<file path="src/rtl/tfs_pkg.sv">
// ----------------------------------------------------------------------------
// Tune frame serializer package
// Frame layout constants, parallel mode codes and the frame descriptor type.
// ----------------------------------------------------------------------------
package tfs_pkg;

	localparam int unsigned FRAME_LEN  = 25;
	localparam int unsigned ADDR_BITS  = 4;
	localparam int unsigned FIELD_BITS = FRAME_LEN - ADDR_BITS - 1;
	localparam int unsigned POS_BITS   = 5;
	localparam int unsigned WORD_BITS  = 17;
	localparam int unsigned FREQ_BITS  = 16;
	localparam int unsigned CHAN_BITS  = 3;

	localparam logic [FREQ_BITS-1:0] FREQ_BASE = 16'd479;
	// Register address 1, sent least significant bit first.
	localparam logic [ADDR_BITS-1:0] ADDR_CODE = 4'd1;
	localparam logic [POS_BITS-1:0]  LAST_POS  = POS_BITS'(FRAME_LEN - 1);

	typedef logic [FIELD_BITS-1:0] field_t;

	typedef enum logic [1:0] {
		LEG_OFF    = 2'd0,
		LEG_DIRECT = 2'd1,
		LEG_INVERT = 2'd2
	} parallel_mode_t;

	typedef struct packed {
		logic [FRAME_LEN-1:0] frame;
		logic                 active;
		logic [CHAN_BITS-1:0] levels;
	} frame_desc_t;

endpackage

</file>
<file path="src/rtl/vrx_tune_frame_serializer.sv">
// ----------------------------------------------------------------------------
// Video receiver tune frame serializer
// Turns a tune request into a 25-bit synthesizer write frame, one bit a beat.
//
//   Channel  Handshake            Beat contents
//   cfg      cfg_valid/cfg_ready  parallel_mode
//   in       in_valid/in_stall    frequency_mhz, channel_number
//   out      out_valid/out_stall  frame_bit, bit_position, last_bit,
//                                 legacy_active, legacy_levels
//
// Each request gives 25 output beats, one per cycle without stalls; the bit
// counter of the back end sets this.
// An accepted request passes the queue entry and the current-frame register before its first bit is output.
// A two-entry descriptor queue lets requests be accepted while a frame shifts.
// Reset empties the queue and output register and sets the mode register to 0.
// An output stall holds the current beat and the bit counter.
// ----------------------------------------------------------------------------
module vrx_tune_frame_serializer #(
	parameter int unsigned DATA_BITS = 16
) (
	input  logic                           clk,
	input  logic                           arst_n,
	input  logic                           cfg_valid,
	output logic                           cfg_ready,
	input  logic [1:0]                     parallel_mode,
	input  logic                           in_valid,
	output logic                           in_stall,
	input  logic [tfs_pkg::FREQ_BITS-1:0]  frequency_mhz,
	input  logic [tfs_pkg::CHAN_BITS-1:0]  channel_number,
	output logic                           out_valid,
	input  logic                           out_stall,
	output logic                           frame_bit,
	output logic [tfs_pkg::POS_BITS-1:0]   bit_position,
	output logic                           last_bit,
	output logic                           legacy_active,
	output logic [tfs_pkg::CHAN_BITS-1:0]  legacy_levels
);

	logic                 q_push;
	logic                 q_pop;
	logic                 q_full;
	logic                 q_not_empty;
	tfs_pkg::frame_desc_t wr_desc;
	tfs_pkg::frame_desc_t rd_desc;

	tfs_front #(
		.DATA_BITS (DATA_BITS)
	) u_front (
		.clk            (clk),
		.arst_n         (arst_n),
		.cfg_valid      (cfg_valid),
		.cfg_ready      (cfg_ready),
		.parallel_mode  (parallel_mode),
		.in_valid       (in_valid),
		.in_stall       (in_stall),
		.frequency_mhz  (frequency_mhz),
		.channel_number (channel_number),
		.q_full         (q_full),
		.q_push         (q_push),
		.q_desc         (wr_desc)
	);

	tfs_queue u_queue (
		.clk       (clk),
		.arst_n    (arst_n),
		.push      (q_push),
		.wr_desc   (wr_desc),
		.full      (q_full),
		.pop       (q_pop),
		.not_empty (q_not_empty),
		.rd_desc   (rd_desc)
	);

	tfs_back u_back (
		.clk           (clk),
		.arst_n        (arst_n),
		.q_not_empty   (q_not_empty),
		.q_desc        (rd_desc),
		.q_pop         (q_pop),
		.out_valid     (out_valid),
		.out_stall     (out_stall),
		.frame_bit     (frame_bit),
		.bit_position  (bit_position),
		.last_bit      (last_bit),
		.legacy_active (legacy_active),
		.legacy_levels (legacy_levels)
	);

endmodule

</file>
<file path="src/rtl/tfs_front.sv">
// ----------------------------------------------------------------------------
// Tune frame serializer front end
// Holds the parallel mode register, accepts tune requests and builds the
// complete frame descriptor for each one.
// ----------------------------------------------------------------------------
module tfs_front #(
	parameter int unsigned DATA_BITS = 16
) (
	input  logic                           clk,
	input  logic                           arst_n,
	input  logic                           cfg_valid,
	output logic                           cfg_ready,
	input  logic [1:0]                     parallel_mode,
	input  logic                           in_valid,
	output logic                           in_stall,
	input  logic [tfs_pkg::FREQ_BITS-1:0]  frequency_mhz,
	input  logic [tfs_pkg::CHAN_BITS-1:0]  channel_number,
	input  logic                           q_full,
	output logic                           q_push,
	output tfs_pkg::frame_desc_t           q_desc
);

	localparam tfs_pkg::field_t DATA_MASK = tfs_pkg::field_t'((64'd1 << DATA_BITS) - 64'd1);

	logic [1:0]                      mode_q;
	logic [tfs_pkg::FREQ_BITS-1:0]   freq_clamp;
	logic [tfs_pkg::FREQ_BITS-1:0]   freq_off;
	logic [tfs_pkg::WORD_BITS-1:0]   word;
	tfs_pkg::field_t                 field;

	assign cfg_ready = 1'b1;

	always_ff @(posedge clk or negedge arst_n) begin
		if (!arst_n) begin
			mode_q <= tfs_pkg::LEG_OFF;
		end else if (cfg_valid && cfg_ready) begin
			mode_q <= parallel_mode;
		end
	end

	assign in_stall = q_full;
	assign q_push   = in_valid && !q_full;

	// Frequencies below the band base clamp to it, giving a zero word.
	assign freq_clamp = (frequency_mhz < tfs_pkg::FREQ_BASE) ? tfs_pkg::FREQ_BASE
		: frequency_mhz;
	assign freq_off   = freq_clamp - tfs_pkg::FREQ_BASE;

	// v = off/2; N = v[14:5] lands at bit 7, A = v[4:0] stays at bit 0.
	assign word  = {freq_off[15:6], 2'b00, freq_off[5:1]};
	assign field = tfs_pkg::field_t'(word) & DATA_MASK;

	always_comb begin
		q_desc.frame = {field, 1'b1, tfs_pkg::ADDR_CODE};
		case (mode_q)
			tfs_pkg::LEG_DIRECT: begin
				q_desc.active = 1'b1;
				q_desc.levels = channel_number;
			end
			tfs_pkg::LEG_INVERT: begin
				q_desc.active = 1'b1;
				q_desc.levels = ~channel_number;
			end
			default: begin
				q_desc.active = 1'b0;
				q_desc.levels = '0;
			end
		endcase
	end

endmodule

</file>
<file path="src/rtl/tfs_queue.sv">
// ----------------------------------------------------------------------------
// Tune frame serializer descriptor queue
// Two-entry queue of frame descriptors between the front and back ends.
// ----------------------------------------------------------------------------
module tfs_queue (
	input  logic                  clk,
	input  logic                  arst_n,
	input  logic                  push,
	input  tfs_pkg::frame_desc_t  wr_desc,
	output logic                  full,
	input  logic                  pop,
	output logic                  not_empty,
	output tfs_pkg::frame_desc_t  rd_desc
);

	tfs_pkg::frame_desc_t entry_q [2];
	logic                 wr_ptr_q;
	logic                 rd_ptr_q;
	logic [1:0]           count_q;

	assign full      = (count_q == 2'd2);
	assign not_empty = (count_q != 2'd0);
	assign rd_desc   = entry_q[rd_ptr_q];

	always_ff @(posedge clk or negedge arst_n) begin
		if (!arst_n) begin
			wr_ptr_q <= 1'b0;
			rd_ptr_q <= 1'b0;
			count_q  <= 2'd0;
		end else begin
			if (push) begin
				wr_ptr_q <= ~wr_ptr_q;
			end
			if (pop) begin
				rd_ptr_q <= ~rd_ptr_q;
			end
			if (push && !pop) begin
				count_q <= count_q + 2'd1;
			end else if (pop && !push) begin
				count_q <= count_q - 2'd1;
			end
		end
	end

	always_ff @(posedge clk) begin
		if (push) begin
			entry_q[wr_ptr_q] <= wr_desc;
		end
	end

endmodule

</file>
<file path="src/rtl/tfs_back.sv">
// ----------------------------------------------------------------------------
// Tune frame serializer back end
// Shifts each queued frame out one bit per beat into a registered output.
// ----------------------------------------------------------------------------
module tfs_back (
	input  logic                           clk,
	input  logic                           arst_n,
	input  logic                           q_not_empty,
	input  tfs_pkg::frame_desc_t           q_desc,
	output logic                           q_pop,
	output logic                           out_valid,
	input  logic                           out_stall,
	output logic                           frame_bit,
	output logic [tfs_pkg::POS_BITS-1:0]   bit_position,
	output logic                           last_bit,
	output logic                           legacy_active,
	output logic [tfs_pkg::CHAN_BITS-1:0]  legacy_levels
);

	logic                               cur_valid_q;
	logic [tfs_pkg::FRAME_LEN-1:0]      cur_frame_q;
	logic [tfs_pkg::POS_BITS-1:0]       cur_pos_q;
	logic                               cur_active_q;
	logic [tfs_pkg::CHAN_BITS-1:0]      cur_levels_q;
	logic                               out_valid_q;
	logic                               frame_bit_q;
	logic [tfs_pkg::POS_BITS-1:0]       bit_position_q;
	logic                               last_bit_q;
	logic                               legacy_active_q;
	logic [tfs_pkg::CHAN_BITS-1:0]      legacy_levels_q;
	logic                               adv;
	logic                               cur_last;

	assign adv      = !out_valid_q || !out_stall;
	assign cur_last = (cur_pos_q == tfs_pkg::LAST_POS);
	// The next frame loads while the last bit of the current one moves out.
	assign q_pop    = q_not_empty && (!cur_valid_q || (adv && cur_last));

	always_ff @(posedge clk or negedge arst_n) begin
		if (!arst_n) begin
			cur_valid_q <= 1'b0;
			out_valid_q <= 1'b0;
		end else begin
			if (adv) begin
				out_valid_q <= cur_valid_q;
			end
			if (q_pop) begin
				cur_valid_q <= 1'b1;
			end else if (adv && cur_last) begin
				cur_valid_q <= 1'b0;
			end
		end
	end

	always_ff @(posedge clk) begin
		if (adv && cur_valid_q) begin
			frame_bit_q     <= cur_frame_q[0];
			bit_position_q  <= cur_pos_q;
			last_bit_q      <= cur_last;
			legacy_active_q <= cur_active_q;
			legacy_levels_q <= cur_levels_q;
		end
		if (q_pop) begin
			cur_frame_q  <= q_desc.frame;
			cur_pos_q    <= '0;
			cur_active_q <= q_desc.active;
			cur_levels_q <= q_desc.levels;
		end else if (adv && cur_valid_q) begin
			cur_frame_q <= cur_frame_q >> 1;
			cur_pos_q   <= cur_pos_q + tfs_pkg::POS_BITS'(1);
		end
	end

	assign out_valid     = out_valid_q;
	assign frame_bit     = frame_bit_q;
	assign bit_position  = bit_position_q;
	assign last_bit      = last_bit_q;
	assign legacy_active = legacy_active_q;
	assign legacy_levels = legacy_levels_q;

endmodule

</file>
<file path="config.mk">
export PLATFORM = sky130hd
export DESIGN_NAME = vrx_tune_frame_serializer
export DESIGN_NICKNAME = d
export VERILOG_FILES = /design/src/rtl/tfs_pkg.sv /design/src/rtl/vrx_tune_frame_serializer.sv /design/src/rtl/tfs_front.sv /design/src/rtl/tfs_queue.sv /design/src/rtl/tfs_back.sv
export SDC_FILE = /design/constraint.sdc
export NUM_CORES = 1
export LEC_CHECK = 0
export BUFFER_PORTS_ARGS = -buffer_cell sky130_fd_sc_hd__buf_2
export CORE_MARGIN = 2
export CORE_UTILIZATION = 30
export DETAILED_ROUTE_END_ITERATION = 10
export PLACE_DENSITY = 0.45
export SETUP_SLACK_MARGIN = 0.1
export SYNTH_ARGS = -nofsm -noshare
export SYNTH_HDL_FRONTEND = slang
export SYNTH_SLANG_ARGS = --single-unit
</file>
<file path="constraint.sdc">
create_clock -name clk -period 1.89 [get_ports clk]
set_input_delay 0.0945 -clock clk [delete_from_list [all_inputs] [get_ports clk]]
set_output_delay 0.0945 -clock clk [all_outputs]
set_load 0.01 [all_outputs]
</file>
==> qor.yml <==
sta:
  tightest_slew_ns: 0.641
  report.final.slew_viol_count: 0
  max_freq_mhz: 550
  hold_violations: 0
  fin_ws_ns: 0.0733
  min_period_ns: 1.82
  setup_viol: 0
  min_period_over_period_pct: 96.1
  maxSlewHeadroom_pct: 57.1
  finalSetupTns_ns: 0
  finalClockSkew_ns: 0.00378
  rsz0062_at_grt: "true"
cts:
  cts_buffer_depth: 2
  cts_root_buffer: "clkbuf_16"
  clk_latency_ns: 0.33
  clk_pin_slew_ns: 0.06
  numCtsBuffers: 9
  clock-sinks: 85
  cts_tree: "built"
  cts.htree.levels: 3
drt:
  drcViolationCount: 0
  ant_nets: 0
  drt-initial-drc-count: 84
  routed_wirelength_um: 6270
  via_count: 2090
  via_per_inst: 4.50
  wl_per_cell_um: 13.5
  firstDrtPassIters: 4
final_layout:
  post-route-cell-area_um2: 4610
  drive_gt1_share_pct: 41.0
  multi_input_area_um2: 1180
  fin_nets: 344
  area_delta_synth_final_pct: 26.5
  fill_cells: 1146
  mostFrequentLayoutCells: "edfxtp_1 (72), buf_2 (38), mux2_2 (30)"
  diodes: 0
  final_common_cell: "edfxtp_1"
  final-seq-area_um2: 2460
  fin_util_pct: 38.7
grt:
  grt_pass1_vias: 2040
  antenna_found_initial: 0
  grt_pass1_wl_um: 10300
  grt_max_degree: 22
  grt_use_total_pct: 10.3
  overflow: 0
min_path:
  holdPathEnd: "u_back.out_valid"
  worstHoldPathCells: 3
  hp-class: "primary input to flip-flop"
  min_from: "out_stall"
worst_setup_path:
  cpMaxStageDelayCell: "dfxtp_2"
  start_kind: "flip-flop"
  path_cells: "inv_2 > ha_4 > and4b_4 > a21bo_4 > o21ai_4 > clkinv_4 > mux2_4"
  r2r_end: "u_back.cur_frame_q[16]"
  critical_path_class: "flip-flop to flip-flop"
  arrival_ns: 1.90
  end_kind: "flip-flop"
  worst_r2r_startpoint: "u_back.cur_pos_q[1]"
  ff2ff_path_depth: 7
  crit_path_max_incr_delay_ns: 0.33
  crit_required_ns: 1.97
  crit_fanout: 7
  r2r_slack_ns: 0.07
floorplan:
  core.rowCount: 40
  dieArea_um2: 13000
  start_util_pct: 30.6
  core-area_um2: 11900
  die_w_um: 114
  ios: 40
  die_h_um: 114
outcome:
  status: "completed"
place:
  port-buffer-count: 38
  detailed_place_hpwl_um: 4220
  place_ws_ns: -0.0748
  gp_congestion: 0.832
  dpl_cell_area_um2: 4190
synthesis:
  seq_area_frac_synth_pct: 67.6
  mappedNetlistArea_um2: 3640
  synth_nets: 272
  ys_warn_count: 0
  avgSynthCellArea_um2: 15.2
  synth.distinct_cells: 41
  netlist_instances: 240
  yosys_register_bits: 85
flow_run:
  cap_violations: 0
pwr:
  power.leakage_nw: 1.76
  ir_drop_mv: 0.475
  finalPower_mw: 5.63
  p_per_area_nw_per_um2: 1220
-- registers in the layout, summed over array words and instances, names as in the netlist, 2 cells and up --
register and cells:
u_back.bit_position 5, u_back.cur_frame_q 21, u_back.cur_levels_q 3, u_back.cur_pos_q 5
u_queue.entry_q 36, u_queue.count_q 2, u_front.mode_q 2, u_back.legacy_levels 3
-- area by class of cell --
type	count	share of cell area, %
repair buffers	67	9.40
multi-input cells	139	25.6
repair inverters	1	0.136
flip-flops and latches	85	53.5
clock buffers	10	4.97
clock inverters	6	1.55
inverters	9	0.842
well taps	147	3.99
-- per-layer routing --
metal  global-route usage (%)  up-vias  routed length (um)
li1                         -     1032                   -
met1                     12.7     1003                2980
met2                     17.1       46                2950
met3                     2.28        9                 225
met4                     5.37        0                 112
met5                        0        -                   0
-- cells in the mapped netlist --
master | number | share of area (%)
a211oi_1 | 1 | 0.21
a21bo_4 | 1 | 0.45
a21boi_2 | 1 | 0.31
a21o_1 | 1 | 0.21
a21oi_1 | 3 | 0.41
a22o_1 | 1 | 0.24
a2bb2oi_1 | 1 | 0.24
a31o_2 | 2 | 0.48
a41oi_1 | 1 | 0.24
and2_1 | 6 | 1.0
and3_1 | 1 | 0.17
and4b_4 | 1 | 0.38
buf_2 | 5 | 0.69
buf_4 | 1 | 0.21
buf_6 | 1 | 0.31
conb_1 | 1 | 0.10
dfrtp_1 | 8 | 5.5
dfxtp_1 | 5 | 2.7
edfxtp_1 | 72 | 59
ha_1 | 6 | 2.1
inv_1 | 8 | 0.82
inv_4 | 1 | 0.17
mux2_2 | 30 | 9.3
mux2_4 | 4 | 1.6
mux2i_1 | 2 | 0.55
nand2_1 | 12 | 1.2
nand2b_1 | 7 | 1.2
nand3_1 | 4 | 0.55
nand4_1 | 4 | 0.69
nor2_1 | 15 | 1.5
nor3_1 | 4 | 0.55
nor4_1 | 3 | 0.52
o21a_1 | 1 | 0.21
o21ai_0 | 5 | 0.69
o21ai_4 | 1 | 0.45
o21bai_1 | 2 | 0.41
o22ai_1 | 1 | 0.17
o31ai_1 | 1 | 0.21
or3_1 | 1 | 0.17
xnor2_1 | 4 | 0.96
xor2_1 | 11 | 2.6
-- what timing repair did --
item                                    4_1_cts  5_1_grt
hold buffers                                  5        0
gates resized for setup                       1        7
buffers inserted                              0        3
endpoints found under the hold margin        10        0
endpoints found under the setup margin        9       33
cloned                                        0        1
pin swaps                                     0        2
-- metrics by stage --
stage	hold slack (ns)	instances
6_report	0.0600	464
5_1_grt	0.0726	464
4_1_cts	0.0590	460
3_5_place_dp	-0.0153	439
3_3_place_gp	-0.0188	439
2_1_floorplan	-0.201	240
-- logic make-up (layout without fill, tap and decap cells) --
family	count (synthesis)	count (layout)	synth area share (%)
compound gates	23	23	4.91
xor+xnor	15	15	3.61
simple gates	58	58	8.04
buf+inv	16	93	2.20
mux	36	36	11.5
flops	85	85	67.6
other cells	1	1	0.103
fa+ha+maj	6	6	2.06
-- how the worst max path moves through the flow --
stage | slack (ns) | start | end | cells past startpoint
2_1_floorplan | 0.11 | u_back.cur_pos_q[1] | u_back.cur_frame_q[16] | 8
3_3_place_gp | 0.02 | frequency_mhz[14] | u_queue.entry_q[1][17] | 9
3_5_place_dp | -0.07 | frequency_mhz[14] | u_queue.entry_q[1][17] | 9
4_1_cts | 0.09 | u_back.cur_pos_q[1] | u_back.cur_frame_q[15] | 7
5_1_grt | -0.0002 | u_back.cur_pos_q[1] | u_back.cur_frame_q[16] | 7
6_report | 0.07 | u_back.cur_pos_q[1] | u_back.cur_frame_q[16] | 7
-- where the power goes --
| group | internal [mW] | switching (mW) | total (mW) |
|---|---|---|---|
| combinational | 0.609 | 0.606 | 1.22 |
| clock | 1.04 | 0.716 | 1.75 |
| sequential | 2.52 | 0.145 | 2.66 |
-- worst max-delay path, delay by kind of cell, from the launching register on --
| kind | cells | cell delay (ns) |
|---|---|---|
| flops | 1 | 0.33 |
| buf+inv | 2 | 0.23 |
| compound gates | 2 | 0.35 |
| simple gates | 1 | 0.18 |
| mux | 1 | 0.33 |
| fa+ha+maj | 1 | 0.15 |
No activity file was read; power rests on OpenSTA's default activity.
